--- src/hw/rtl/fdbm_pkg.sv ---
// Shared constants, register indexes and types of the frame difference motion core.
package fdbm_pkg;

  localparam int DEF_MAX_WIDTH  = 1024;
  localparam int DEF_MAX_HEIGHT = 512;
  localparam int DEF_BLOCK_W    = 5;
  localparam int DEF_BLOCK_H    = 5;

  localparam int CHAN_W      = 8;
  localparam int PIX_W       = 3 * CHAN_W;
  localparam int FW_W        = 11;
  localparam int FH_W        = 10;
  localparam int PTHR_W      = 8;
  localparam int BTHR_W      = 5;
  localparam int CFG_IDX_W   = 3;
  localparam int CFG_DATA_W  = 11;
  localparam int PIX_TOT_W   = 20;
  localparam int BLK_TOT_W   = 15;
  localparam int IN_TDATA_W  = 24;
  localparam int OUT_TDATA_W = 40;

  localparam logic [FW_W-1:0]   RST_FRAME_WIDTH  = 11'd640;
  localparam logic [FH_W-1:0]   RST_FRAME_HEIGHT = 10'd480;
  localparam logic [PTHR_W-1:0] RST_PIX_THR      = 8'd10;
  localparam logic [BTHR_W-1:0] RST_BLK_THR      = 5'd20;

  localparam logic [CFG_IDX_W-1:0] REG_FRAME_WIDTH  = 3'd0;
  localparam logic [CFG_IDX_W-1:0] REG_FRAME_HEIGHT = 3'd1;
  localparam logic [CFG_IDX_W-1:0] REG_PIX_THR      = 3'd2;
  localparam logic [CFG_IDX_W-1:0] REG_BLK_THR      = 3'd3;

  localparam logic [PIX_TOT_W-1:0] PIX_TOT_MAX = '1;
  localparam logic [BLK_TOT_W-1:0] BLK_TOT_MAX = '1;

  // Position flags of one pixel, handed from the raster tracker to the datapath.
  typedef struct packed {
    logic blk_close;
    logic frame_end;
  } rast_t;

endpackage

--- src/hw/rtl/fdbm_raster.sv ---
// Raster position tracker: pixel column and row, block column, block-close and frame-end flags.
module fdbm_raster import fdbm_pkg::*; #(
  parameter int MAX_WIDTH  = DEF_MAX_WIDTH,
  parameter int MAX_HEIGHT = DEF_MAX_HEIGHT,
  parameter int BLOCK_W    = DEF_BLOCK_W,
  parameter int BLOCK_H    = DEF_BLOCK_H,
  localparam int CW    = $clog2(MAX_WIDTH),
  localparam int RW    = $clog2(MAX_HEIGHT),
  localparam int BCOLS = (MAX_WIDTH + BLOCK_W - 1) / BLOCK_W,
  localparam int BCW   = (BCOLS > 1) ? $clog2(BCOLS) : 1
) (
  input  logic            clk,
  input  logic            rst_n,
  input  logic            adv,
  input  logic [FW_W-1:0] frame_width,
  input  logic [FH_W-1:0] frame_height,
  output logic [CW-1:0]   col,
  output logic [RW-1:0]   row,
  output logic [BCW-1:0]  bcol,
  output rast_t           flags
);

  localparam int BXW = (BLOCK_W > 1) ? $clog2(BLOCK_W) : 1;
  localparam int BYW = (BLOCK_H > 1) ? $clog2(BLOCK_H) : 1;

  logic [CW-1:0]  col_r, col_nxt, w_m1;
  logic [RW-1:0]  row_r, row_nxt, h_m1;
  logic [BXW-1:0] bx_r, bx_nxt;
  logic [BYW-1:0] by_r, by_nxt;
  logic [BCW-1:0] bcol_r, bcol_nxt;
  logic           last_col, last_row, bx_end, by_end;

  // Sizes out of range are pulled into 1..MAX.
  always_comb begin
    if (frame_width == '0) begin
      w_m1 = '0;
    end else if (32'(frame_width) > 32'(MAX_WIDTH)) begin
      w_m1 = CW'(MAX_WIDTH - 1);
    end else begin
      w_m1 = CW'(frame_width - 11'd1);
    end
    if (frame_height == '0) begin
      h_m1 = '0;
    end else if (32'(frame_height) > 32'(MAX_HEIGHT)) begin
      h_m1 = RW'(MAX_HEIGHT - 1);
    end else begin
      h_m1 = RW'(frame_height - 10'd1);
    end
  end

  assign last_col = (col_r >= w_m1);
  assign last_row = (row_r >= h_m1);
  assign bx_end   = (bx_r == BXW'(BLOCK_W - 1));
  assign by_end   = (by_r == BYW'(BLOCK_H - 1));

  always_comb begin
    col_nxt  = col_r;
    row_nxt  = row_r;
    bx_nxt   = bx_r;
    by_nxt   = by_r;
    bcol_nxt = bcol_r;
    if (last_col) begin
      col_nxt  = '0;
      bx_nxt   = '0;
      bcol_nxt = '0;
      if (last_row) begin
        row_nxt = '0;
        by_nxt  = '0;
      end else begin
        row_nxt = row_r + RW'(1);
        by_nxt  = by_end ? '0 : by_r + BYW'(1);
      end
    end else begin
      col_nxt = col_r + CW'(1);
      if (bx_end) begin
        bx_nxt   = '0;
        bcol_nxt = bcol_r + BCW'(1);
      end else begin
        bx_nxt = bx_r + BXW'(1);
      end
    end
  end

  always_ff @(posedge clk) begin
    if (!rst_n) begin
      col_r  <= '0;
      row_r  <= '0;
      bx_r   <= '0;
      by_r   <= '0;
      bcol_r <= '0;
    end else if (adv) begin
      col_r  <= col_nxt;
      row_r  <= row_nxt;
      bx_r   <= bx_nxt;
      by_r   <= by_nxt;
      bcol_r <= bcol_nxt;
    end
  end

  assign col             = col_r;
  assign row             = row_r;
  assign bcol            = bcol_r;
  assign flags.blk_close = (last_col || bx_end) && (last_row || by_end);
  assign flags.frame_end = last_col && last_row;

endmodule

--- config.mk ---
export PLATFORM = sky130hd
export DESIGN_NAME = fdbm_raster
export DESIGN_NICKNAME = d
export VERILOG_FILES = /design/src/hw/rtl/fdbm_pkg.sv /design/src/hw/rtl/fdbm_raster.sv
export SDC_FILE = /design/constraint.sdc
export NUM_CORES = 1
export LEC_CHECK = 0
export BUFFER_PORTS_ARGS = -buffer_cell sky130_fd_sc_hd__clkbuf_2
export CAP_MARGIN = 20
export CORE_ASPECT_RATIO = 0.5
export CORE_UTILIZATION = 30
export DETAILED_ROUTE_END_ITERATION = 10
export PLACE_DENSITY = 0.49
export SLEW_MARGIN = 20
export SYNTH_ARGS = -nofsm -noshare
export SYNTH_HDL_FRONTEND = slang
export SYNTH_SLANG_ARGS = --single-unit
--- constraint.sdc ---
create_clock -name clk -period 5.5 [get_ports clk]
set_clock_uncertainty 0.2 [all_clocks]
set_input_delay 0 -clock clk [delete_from_list [all_inputs] [get_ports clk]]
set_output_delay 0 -clock clk [all_outputs]
set_load 0.02 [all_outputs]
==> flow_summary.json <==
{
  "synth.avg_cell_area_sq_um": 7.63,
  "fp-row-count": 23,
  "synth_xor_area_frac": 0.0845,
  "rsz0062_at_grt": "false",
  "firstDrtPassIters": 4,
  "slowest_stage": "nor2_1",
  "synth_compound_area_frac": 0.180,
  "layout_setup_ws_ps": 1760,
  "port_buffers": 52,
  "synthFlopType": "dfxtp_1",
  "fin_crit_sh": 0.679,
  "placed_cells": 479,
  "path_max_fanout": 13,
  "crit_type": "in -> out",
  "fin_util": 0.377,
  "cpPeakStageDelay_ps": 690,
  "yosys.area_share.simple": 0.274,
  "final_cell_mix": "clkbuf_2 (52), nor2_1 (38), a21oi_1 (33), dfxtp_1 (33), nand2_1 (30)",
  "io_pins": 53,
  "antenna_found_initial": 0,
  "crit_chain": "clkbuf_2 > nor3_1 > nand4_1 > or2_2 > nor2_1 > nor2_1 > a211oi_1 > ha_1 > a211oi_2 > nor2_1 > or3_4 > nor2_1 > a22oi_1 > clkbuf_2",
  "netlist_instances": 326,
  "clock-root-buffer": "clkbuf_16",
  "fin_nets": 427,
  "synth_top_family_by_area": "simple AND/OR/NAND/NOR gates",
  "power_density_nw_per_um2": 212,
  "status": "completed",
  "initial_core_util": 0.310,
  "ir_worst_vdd_mv": 0.103,
  "seq_area_sq_um": 661,
  "drc": 0,
  "post_drt_wl_per_cell_microns": 12.9,
  "hold_viol_final": 0,
  "min_period_ps": 3740,
  "grt_overflow": 0,
  "tightest_slew_ps": 868,
  "gr-usage-all-layers": 0.150,
  "path_buf_inv": 2,
  "core_sq_um": 8030,
  "critical_path_arrival_ps": 3540,
  "max_freq_mhz": 268,
  "cts-buffers-inserted": 5,
  "syn_nets": 378,
  "cts_tree": "built",
  "max-cap-violations": 0,
  "fin_hold_ws_ps": 191,
  "die_y_microns": 66.4,
  "vias": 2456,
  "diodes": 0,
  "path_clk_slew_ps": 50,
  "required_ps": 5300,
  "grt_pass1_wl_mm": 9.92,
  "insertion_delay_ps": 280,
  "post_cts_buffers": 0,
  "synth_edf_count": 0,
  "grt_pass1_vias": 2122,
  "grt_max_degree": 36,
  "cts_buffer_depth": 2,
  "viasPerCell": 5.03,
  "synth-seq-cells": 33,
  "path_delay_family": "simple AND/OR/NAND/NOR gates",
  "wl_mm": 6.30,
  "cp-start-kind": "primary input",
  "synthMuxAreaShare": 0,
  "gp_congestion": 0.850,
  "hold_path.class": "in -> reg",
  "fin_tns_setup_ps": 0,
  "drv_slew": 0,
  "die_w_microns": 131,
  "pre_cts_slack_ps": 1650,
  "synthArstFlopShare": 0,
  "seq_area_frac_synth": 0.266,
  "crit_path_end_kind": "primary output",
  "h-tree-depth": 2,
  "fillers": 851,
  "max_slew_margin": 0.419,
  "p_leak_nw": 1.28,
  "antenna_left": 0,
  "ys_types": 41,
  "ys.warnings.count": 0,
  "drtIter0Drc": 124,
  "crit_path_frequent_cell": "nor2_1",
  "layout-drive-gt1-share": 0.170,
  "synthAdderAreaFrac": 0.153,
  "multi_input_area_sq_um": 1720,
  "cts_sinks": 33,
  "areaGrowthSynthToFinish_pct": 21.6,
  "fin_cells": 488,
  "synthesis.area_sq_um": 2490,
  "finalSetupViolations": 0,
  "die_area_sq_um": 8680,
  "final_common_cell": "clkbuf_2",
  "dp_hpwl_mm": 4.76
}
layout make-up:
| type | count | area share |
|---|---|---|
| sequential | 33 | 0.218 |
| multi-input combinational | 266 | 0.568 |
| timing repair buffer | 54 | 0.0918 |
| clock inverter | 1 | 0.00993 |
| tap | 112 | 0.0463 |
| clock buffer | 7 | 0.0471 |
| inverter | 15 | 0.0186 |
final timing paths:
path | start | to | slack, ps | cells after the start
setup / recovery | frame_width[7] | flags[1] | 1760 | 14
hold / removal | adv | bx_r[1] | 190 | 3
setup reg to reg | col[0] | col[6] | 2590 | 9
hold reg to reg | by_r[1] | by_r[1] | 270 | 2
worst reg2reg max path, cell delays in order, from the launching register on:
cell and delay, ps:
dfxtp_1 440, inv_1 110, ha_1 290, nand2b_1 130, a211oi_1 260, nor3_1 70, buf_4 190, o21ai_1 610
nand2_1 350, nor2_1 180
flip-flops by register name, summed over array words and instances, names as in the netlist:
name	cells
row	9
bcol	8
bx_r	3
col	10
by_r	3
through the flow:
stage          cell area, sq um  total power, W
2_1_floorplan              2490        0.000291
3_3_place_gp               2840        0.000314
3_5_place_dp               2840        0.000315
4_1_cts                    3030        0.000648
5_1_grt                    3030        0.000668
6_report                   3030        0.000641
per-layer routing:
layer,global-route usage,vias up,share of wire
met1,0.186,1139,0.51
met4,0.0489,0,0.011
met5,0,-,0
met2,0.249,47,0.44
li1,-,1266,-
met3,0.0429,4,0.041
cell usage after synthesis (2+ instances only):
library cell   n  share of area
a211oi_1       3         0.0091
a21o_1         3         0.0091
a21oi_1       33          0.066
a31oi_1        3         0.0075
a32o_1         3          0.012
and3_1         4          0.010
clkbuf_1      10          0.015
dfxtp_1       33           0.27
ha_1          28           0.14
inv_1         15          0.023
maj3_1         3          0.012
nand2_1       30          0.045
nand2b_1       9          0.023
nand3_1       17          0.034
nand4_1       10          0.025
nand4b_1       5          0.018
nor2_1        38          0.057
nor3_1        11          0.022
nor4_1         2         0.0050
o211ai_1       4          0.012
o21ai_0       11          0.022
o21ai_1        2         0.0040
o22ai_1        3         0.0075
o31ai_1        5          0.015
or2_2          2         0.0050
or3_1          2         0.0050
xnor2_1        9          0.032
xor2_1        15          0.053
logic make-up (layout without fill, tap and decap cells):
kind of cell               Yosys count  in the layout
DFF                                 33             33
xor gates and xnor gates            24             24
buffers and inverters               27             77
and+or+nand+nor                    137            137
AOI/OAI and AO/OA                   74             74
adders and majority gates           31             31
power breakdown:
| part | internal (W) | switching (W) |
|---|---|---|
| logic | 0.0000270 | 0.0000394 |
| clock network | 0.000226 | 0.000104 |
| registers | 0.000242 | 0.00000293 |
| total | 0.000495 | 0.000146 |
repair_timing:
item	4_1_cts	5_1_grt
gates resized for setup	0	0
hold endpoints to repair	7	0
hold buffers	1	0
Power figures use the tool's default switching activity.
