<file path="src/hw/rtl/fdbm_pkg.sv">
// Shared constants, register indexes and types of the frame difference motion core.
package fdbm_pkg;

  localparam int DEF_MAX_WIDTH  = 1024;
  localparam int DEF_MAX_HEIGHT = 512;
  localparam int DEF_BLOCK_W    = 5;
  localparam int DEF_BLOCK_H    = 5;

  localparam int CHAN_W      = 8;
  localparam int PIX_W       = 3 * CHAN_W;
  localparam int FW_W        = 11;
  localparam int FH_W        = 10;
  localparam int PTHR_W      = 8;
  localparam int BTHR_W      = 5;
  localparam int CFG_IDX_W   = 3;
  localparam int CFG_DATA_W  = 11;
  localparam int PIX_TOT_W   = 20;
  localparam int BLK_TOT_W   = 15;
  localparam int IN_TDATA_W  = 24;
  localparam int OUT_TDATA_W = 40;

  localparam logic [FW_W-1:0]   RST_FRAME_WIDTH  = 11'd640;
  localparam logic [FH_W-1:0]   RST_FRAME_HEIGHT = 10'd480;
  localparam logic [PTHR_W-1:0] RST_PIX_THR      = 8'd10;
  localparam logic [BTHR_W-1:0] RST_BLK_THR      = 5'd20;

  localparam logic [CFG_IDX_W-1:0] REG_FRAME_WIDTH  = 3'd0;
  localparam logic [CFG_IDX_W-1:0] REG_FRAME_HEIGHT = 3'd1;
  localparam logic [CFG_IDX_W-1:0] REG_PIX_THR      = 3'd2;
  localparam logic [CFG_IDX_W-1:0] REG_BLK_THR      = 3'd3;

  localparam logic [PIX_TOT_W-1:0] PIX_TOT_MAX = '1;
  localparam logic [BLK_TOT_W-1:0] BLK_TOT_MAX = '1;

  // Position flags of one pixel, handed from the raster tracker to the datapath.
  typedef struct packed {
    logic blk_close;
    logic frame_end;
  } rast_t;

endpackage

</file>
<file path="src/hw/rtl/fdbm_blk_cnt.sv">
// Block counter memory with per-entry valid bits and write-to-read forwarding.
module fdbm_blk_cnt import fdbm_pkg::*; #(
  parameter int BCOLS = 205,
  parameter int CNTW  = 6,
  localparam int BCW  = (BCOLS > 1) ? $clog2(BCOLS) : 1
) (
  input  logic            clk,
  input  logic            rst_n,
  input  logic            rd_en,
  input  logic [BCW-1:0]  rd_idx,
  input  logic            wr_en,
  input  logic [BCW-1:0]  wr_idx,
  input  logic [CNTW-1:0] wr_val,
  output logic [CNTW-1:0] rd_val
);

  logic [CNTW-1:0]  cnt_mem_r [BCOLS];
  logic [BCOLS-1:0] vld_r;
  logic [CNTW-1:0]  rd_data_r, fwd_val_r;
  logic             rd_vld_r, fwd_r;

  always_ff @(posedge clk) begin
    if (rd_en) begin
      rd_data_r <= cnt_mem_r[rd_idx];
      fwd_val_r <= wr_val;
    end
    if (wr_en) begin
      cnt_mem_r[wr_idx] <= wr_val;
    end
  end

  always_ff @(posedge clk) begin
    if (!rst_n) begin
      vld_r    <= '0;
      rd_vld_r <= 1'b0;
      fwd_r    <= 1'b0;
    end else begin
      if (rd_en) begin
        rd_vld_r <= vld_r[rd_idx];
        // A write to the same entry in the read cycle is not seen by the memory read.
        fwd_r    <= wr_en && (wr_idx == rd_idx);
      end
      if (wr_en) begin
        vld_r[wr_idx] <= 1'b1;
      end
    end
  end

  assign rd_val = fwd_r ? fwd_val_r : (rd_vld_r ? rd_data_r : '0);

endmodule

</file>
<file path="config.mk">
export PLATFORM = sky130hd
export DESIGN_NAME = fdbm_blk_cnt
export DESIGN_NICKNAME = d
export VERILOG_FILES = /design/src/hw/rtl/fdbm_pkg.sv /design/src/hw/rtl/fdbm_blk_cnt.sv
export SDC_FILE = /design/constraint.sdc
export NUM_CORES = 1
export LEC_CHECK = 0
export BUFFER_PORTS_ARGS = -buffer_cell sky130_fd_sc_hd__buf_2
export CORE_ASPECT_RATIO = 1.2
export CORE_MARGIN = 2
export CORE_UTILIZATION = 45
export CTS_CLUSTER_SIZE = 20
export DETAILED_ROUTE_END_ITERATION = 16
export SLEW_MARGIN = 5
export SYNTH_ARGS = -nofsm -noshare
export SYNTH_HDL_FRONTEND = slang
export SYNTH_SLANG_ARGS = --single-unit
</file>
<file path="constraint.sdc">
create_clock -name clk -period 4.5 [get_ports clk]
set_input_delay 0.9 -clock clk [delete_from_list [all_inputs] [get_ports clk]]
set_output_delay 0.9 -clock clk [all_outputs]
set_load 0.02 [all_outputs]
</file>
==> metrics.cfg, run 1 <==
[timing]
tightest_slew_ns = 1.416
slew_headroom_pct = 3.174
layout_min_cycle_time_ns = 3.662
setup-tns-final_ns = 0
setup_viol = 0
hold_viol_final = 0
max_clock_freq_mhz = 273.1
rsz0062_at_grt = false
drv_slew = 0
period_share_pct = 81.38
skew_ns = 0.02096
hold_ws_ns = 0.4585

[placement]
place.gp.congestion = 0.8744
dp_hpwl_um = 91050
dp.cells = 4495
port-buffer-count = 31
placed_area_um2 = 58250

[power_and_ir_drop]
p_leak_nw = 19.81
power_density_nw_per_um2 = 442.8
peakVddDrop_mv = 0.2498

[cts]
cts_sinks = 1449
cts-root-buf = clkbuf_16
clk_latency_ns = 0.78
hold_buffers = 0
cts_buffer_depth = 3
htree_levels = 4
postCtsSetupBuffers = 0
cts_buffers = 140
clkSlewWorstSetupHoldPaths_ns = 0.06
cts_tree = built
cts_resized = 0

[layout]
layout_common_cells = 1,242 x edfxtp_1, 357 x mux4_2, 231 x nor2_1
drive_gt1_share_pct = 23.04
final_cell_count_no_fill = 4761
final_nets = 3019
syn2layout_area_growth_pct = 13.01
stdcell_area_um2 = 62910
final_common_cell = edfxtp_1

[detailed_routing]
detail_route.wl_per_cell_um = 29.93
via_per_inst = 6.038
routed_wl_um = 142500
dr.pass1.iters = 6
dr_total_vias = 28750
drt_drc_violations_left = 0
ant_nets = 0
drtIter0Drc = 3572

[status]
status = completed

[global_route]
grt_pass1_vias = 29440
antenna_found_initial = 14
grt_pass1_wl_um = 209000
grt_usage_pct = 22.76
grt_remaining_overflow = 0
grt_max_degree = 140

[flow_run]
drv_cap = 0

[synthesis]
synth-seq-cells = 1449
syn-cell-area_um2 = 55670
synth.distinct_cells = 49
netlist_instances = 2880
syn_area_per_cell_um2 = 19.33
ys_seq_area_share_pct = 74.44
yosys_warnings = 0
syn_nets = 2906

[die]
start_util_pct = 45.27
core_area_um2 = 123000
ios = 32
fp.dieH_um = 389.3
die_width_um = 325.1
row_count = 141
die_area_um2 = 126500

[setup_path]
required_ns = 5.02
cp_max_fo = 19
cp-start-kind = primary input
worstSetupPathType = in -> reg
crit_path_end_kind = register
worstPathArrival_ns = 4.18

[min_path]
hold_class = reg -> reg

==> per-layer routing <==
layer | wire length (um) | global-route usage (%) | vias to the layer above
met5 | 34 | 0 | -
met4 | 4357 | 7.736 | 8
met3 | 10830 | 4.969 | 215
met2 | 71710 | 37.74 | 1116
met1 | 55540 | 29.88 | 15410
li1 | - | - | 12000
==> worst paths after layout <==
kind / cells after the start / startpoint / slack [ns] / endpoint
min: 1 / vld_r[38]$_SDFFE_PN0P_ / 0.46 / vld_r[38]$_SDFFE_PN0P_
min reg2reg: 1 / vld_r[38]$_SDFFE_PN0P_ / 0.46 / vld_r[38]$_SDFFE_PN0P_
max reg2reg: 6 / cnt_mem_r[98][5]$_DFFE_PP_ / 1.38 / rd_data_r[5]$_DFFE_PP_
max: 9 / rd_idx[0] / 0.84 / rd_data_r[5]$_DFFE_PP_
==> logic make-up (layout without fill, tap and decap cells) <==
logic type	count (synthesis)	count (layout)	synth area share [%]
DFF	1449	1449	74.44
AOI/OAI and AO/OA	447	447	5.779
and+or+nand+nor	398	398	2.969
muxes	397	397	15.16
buffers and inverters	181	413	1.519
xor gates and xnor gates	8	8	0.1259
other	0	5	0
==> cell usage after synthesis (all sizes together) <==
| cell | n | area share (%) |
|---|---|---|
| edfxtp | 1242 | 67 |
| mux4 | 357 | 14 |
| nor2 | 232 | 1.6 |
| dfxtp | 207 | 7.4 |
| o21a | 206 | 2.8 |
| clkbuf | 101 | 0.68 |
| a22oi | 92 | 1.2 |
| nand2 | 92 | 0.62 |
| buf | 75 | 0.80 |
| a21oi | 59 | 0.53 |
| mux2i | 39 | 0.70 |
| nand3 | 28 | 0.25 |
| o21ai | 20 | 0.18 |
| nor2b | 15 | 0.17 |
| a22o | 13 | 0.20 |
| o221ai | 12 | 0.19 |
| nand4 | 10 | 0.11 |
| a31oi | 9 | 0.10 |
| nor4 | 9 | 0.10 |
| a2111oi | 6 | 0.11 |
| inv | 5 | 0.034 |
| o22a | 5 | 0.079 |
| xnor2 | 5 | 0.079 |
| a221oi | 4 | 0.063 |
| o211ai | 4 | 0.054 |
| a211oi | 3 | 0.040 |
| a21boi | 3 | 0.040 |
| a221o | 3 | 0.054 |
| a41oi | 3 | 0.047 |
| o22ai | 3 | 0.034 |
| xor2 | 3 | 0.047 |
| and2 | 2 | 0.022 |
| nand2b | 2 | 0.022 |
| nand3b | 2 | 0.027 |
| nor3 | 2 | 0.018 |
| a311oi | 1 | 0.016 |
| and4 | 1 | 0.016 |
| mux2 | 1 | 0.020 |
| nand4b | 1 | 0.016 |
| nor3b | 1 | 0.013 |
| o31ai | 1 | 0.013 |
| or3b | 1 | 0.016 |
==> sequential cells by signal (all words and copies together) (netlist names) <==
register and flops:
vld_r 205, cnt_mem_r 1230, fwd_r 1, rd_data_r 6
fwd_val_r 6, rd_vld_r 1
==> metrics by stage <==
| step | setup slack, ns | util (%) | power, mW |
|---|---|---|---|
| after detailed placement | 0.08527 | 47.37 | 16.24 |
| after floorplan | 1.510 | - | 15.61 |
| after global routing | 0.7986 | 51.16 | 28.62 |
| after CTS | 0.9128 | 51.15 | 28.05 |
| after global placement | 0.2102 | 47.37 | 16.22 |
| final | 0.8379 | 51.16 | 27.86 |
==> cell type report <==
| cell class | count | area (um2) |
|---|---|---|
| flip-flops and latches | 1449 | 41440 |
| well taps | 1644 | 2057 |
| multi-input cells | 1250 | 13410 |
| diodes | 5 | 12.51 |
| inverters | 5 | 18.77 |
| clock buffers | 191 | 3856 |
| fillers | 9832 | 60050 |
| clock inverters | 70 | 790.8 |
| repair buffers | 147 | 1330 |
==> report_power, final <==
part | total (mW) | leakage [nW] | internal (mW) | switching [mW]
clock network | 11.9 | 2.28 | 6.86 | 5.05
logic | 1.33 | 4.70 | 0.465 | 0.868
registers | 14.6 | 12.8 | 14.6 | 0.0121
==> critical path, stage by stage <==
cell and delay (ns):
buf_8 0.21, buf_12 0.23, buf_4 0.25, mux4_2 0.54, o221ai_1 0.21, a31oi_1 0.19
a2111oi_0 1.25, a21oi_1 0.12, o22a_1 0.24
Power figures use the tool's default switching activity.
==> inputs of run 2 (changes only) <==
Clock period 4.5 ns to 3.55 ns, I/O delays scaled along.
==> run 2 against run 1 <==
  * Via count rose by 2.2%
  * Wire length up 1.0%
  * Sequential cell count unchanged
  * Total power increased by 27%
  * Worst hold slack worse by 0.042 ns
  * Critical endpoint is now rd_data_r[2]$_DFFE_PP_
==> metrics.cfg, run 2 (synthesis gave the netlist of run 1 again) <==
[status]
status = completed

[global_route]
antenna_found_initial = 14  ; unchanged
grt_max_degree = 144  ; +2.9%
grt_pass1_wl_um = 210900  ; +0.90%
grt_remaining_overflow = 0  ; unchanged
grt_usage_pct = 22.96  ; +0.20 points
grt_pass1_vias = 30410  ; +3.3%

[setup_path]
reg2reg_to = rd_data_r[2]$_DFFE_PP_
cp-start-kind = primary input
ff2ff_path_depth = 7  ; +1
cp_max_fo = 40  ; +21
worstPathArrival_ns = 3.84  ; -0.34 ns
reg2reg_from = cnt_mem_r[96][2]$_DFFE_PP_
crit_end = rd_data_r[2]$_DFFE_PP_
crit_path_end_kind = register
critical_path.startpoint = rd_idx[1]
rrSetupSlack_ns = 0.38  ; -1.00 ns
worstSetupPathType = in -> reg
required_ns = 4.07  ; -0.95 ns

[layout]
top_register = cnt_mem_r
drive_gt1_share_pct = 27.04  ; +4.0 points
final_common_cell = edfxtp_1
final_util_pct = 52.34  ; +1.2 points
largest_reg_flops = 1230  ; unchanged
reg.largest.list = cnt_mem_r: 1230 flops, vld_r: 205 flops
final_nets = 3184  ; +5.5%
stdcell_area_um2 = 64360  ; +2.3%
layout_common_cells = 1,242 x edfxtp_1, 357 x mux4_2, 243 x buf_4
fillers = 9675  ; -1.6%
syn2layout_area_growth_pct = 15.62
final_cell_count_no_fill = 4925  ; +3.4%

[detailed_routing]
dr.pass1.iters = 6  ; unchanged
routed_wl_um = 143900  ; +1.0%
drtIter0Drc = 3355  ; -6.1%
dr_total_vias = 29360  ; +2.2%
detail_route.wl_per_cell_um = 29.22  ; -2.4%
drt_drc_violations_left = 0  ; unchanged
ant_nets = 0  ; unchanged
via_per_inst = 5.962  ; -1.2%

[cts]
cts_tree = built
cts-root-buf = clkbuf_16
clkSlewWorstSetupHoldPaths_ns = 0.06  ; about the same
hold_buffers = 0  ; unchanged
htree_levels = 4  ; unchanged
postCtsSetupBuffers = 0  ; unchanged
cts_resized = 0  ; unchanged
cts_sinks = 1449  ; unchanged
cts_buffer_depth = 3  ; unchanged
clk_latency_ns = 0.77  ; about the same
cts_buffers = 143  ; +2.1%

[flow_run]
drv_cap = 0  ; unchanged

[die]
fp.dieH_um = 389.3  ; unchanged
ios = 32  ; unchanged
die_area_um2 = 126500  ; unchanged
start_util_pct = 45.27  ; unchanged
core_area_um2 = 123000  ; unchanged
die_width_um = 325.1  ; unchanged
row_count = 141  ; unchanged

[timing]
setup_viol = 0  ; unchanged
max_clock_freq_mhz = 301.8
tightest_slew_ns = 1.052  ; -0.3639 ns
layout_min_cycle_time_ns = 3.313
hold_viol_final = 0  ; unchanged
period_share_pct = 93.32
rsz0062_at_grt = false
setup_slack_ns = 0.2370  ; -0.6009 ns
drv_slew = 0  ; unchanged
slew_headroom_pct = 28.06  ; +25 points
skew_ns = 0.02637  ; +0.005416 ns

[power_and_ir_drop]
peakVddDrop_mv = 0.3687  ; +48%
power_density_nw_per_um2 = 549.2  ; +24%
p_leak_nw = 20.73  ; +4.6%

[placement]
place.gp.congestion = 0.8694  ; -0.57%
placed_area_um2 = 59680  ; +2.5%
dp_hpwl_um = 93440  ; +2.6%
place_ws_ns = -0.4781  ; -0.5633 ns
port-buffer-count = 31  ; unchanged
dp.cells = 4657  ; +3.6%

[min_path]
hold_class = in -> reg

run 2: cell types whose count changed in the layout (fill, tap and decap cells not counted):
cell,previous run,this run
buf_12,19,36
buf_4,98,243
bufinv_16,14,9
clkbuf_1,36,31
clkbuf_16,141,149
clkbuf_8,14,10
clkinv_1,21,22
clkinv_2,18,24
clkinv_8,4,3
clkinvlp_4,0,5
diode_2,5,4
inv_16,2,3
inv_6,9,6
run 2: metrics by stage:
step	power, mW	TNS [ns]	hold WS, ns
floorplan	19.79	0	0.4327
global placement	20.66	-1.050	0.4393
detailed placement	20.69	-1.126	0.4476
CTS	35.61	0	0.3684
global route	36.33	0	0.3923
finish	35.35	0	0.4164
run 2: layout make-up:
class	count	area (um2)	share of cell area (%)
sequential	1449	41440	64.39
multi-input combinational	1250	13410	20.83
clock buffer	190	3983	6.188
timing repair buffer	309	2759	4.287
tap	1644	2057	3.196
clock inverter	74	689.4	1.071
inverter	5	18.77	0.02916
antenna	4	10.01	0.01555
run 2: worst min-delay path by stage:
stage	start	endpoint	slack (ns)	depth (start not counted)
finish	wr_val[4]	cnt_mem_r[5][4]$_DFFE_PP_	0.42	1
global route	wr_val[4]	cnt_mem_r[65][4]$_DFFE_PP_	0.39	1
CTS	wr_val[4]	cnt_mem_r[70][4]$_DFFE_PP_	0.37	1
detailed placement	vld_r[54]$_SDFFE_PN0P_	vld_r[54]$_SDFFE_PN0P_	0.45	1
global placement	vld_r[204]$_SDFFE_PN0P_	vld_r[204]$_SDFFE_PN0P_	0.44	1
floorplan	vld_r[204]$_SDFFE_PN0P_	vld_r[204]$_SDFFE_PN0P_	0.43	1
run 2: power by group:
part | total, mW | switching, mW | internal, mW
clock network | 15.0 | 6.42 | 8.61
logic | 1.80 | 1.13 | 0.675
registers | 18.5 | 0.0161 | 18.5
run 2: routing by layer:
layer  global-route usage (%)  share of wire (%)  up-vias
met1                    30.66                 40    15560
li1                         -                  -    12310
met2                    37.89                 49     1216
met3                    4.287                7.2      272
met5                        0              0.031        -
met4                    8.157                3.5        8
run 2: worst max-delay path, stage by stage:
cell and delay (ns):
buf_8 0.34, buf_4 0.37, mux4_2 0.38, a22oi_1 0.31
a21oi_1 0.10, a2111oi_0 0.92, buf_4 0.24, a21oi_1 0.08
o22a_1 0.22
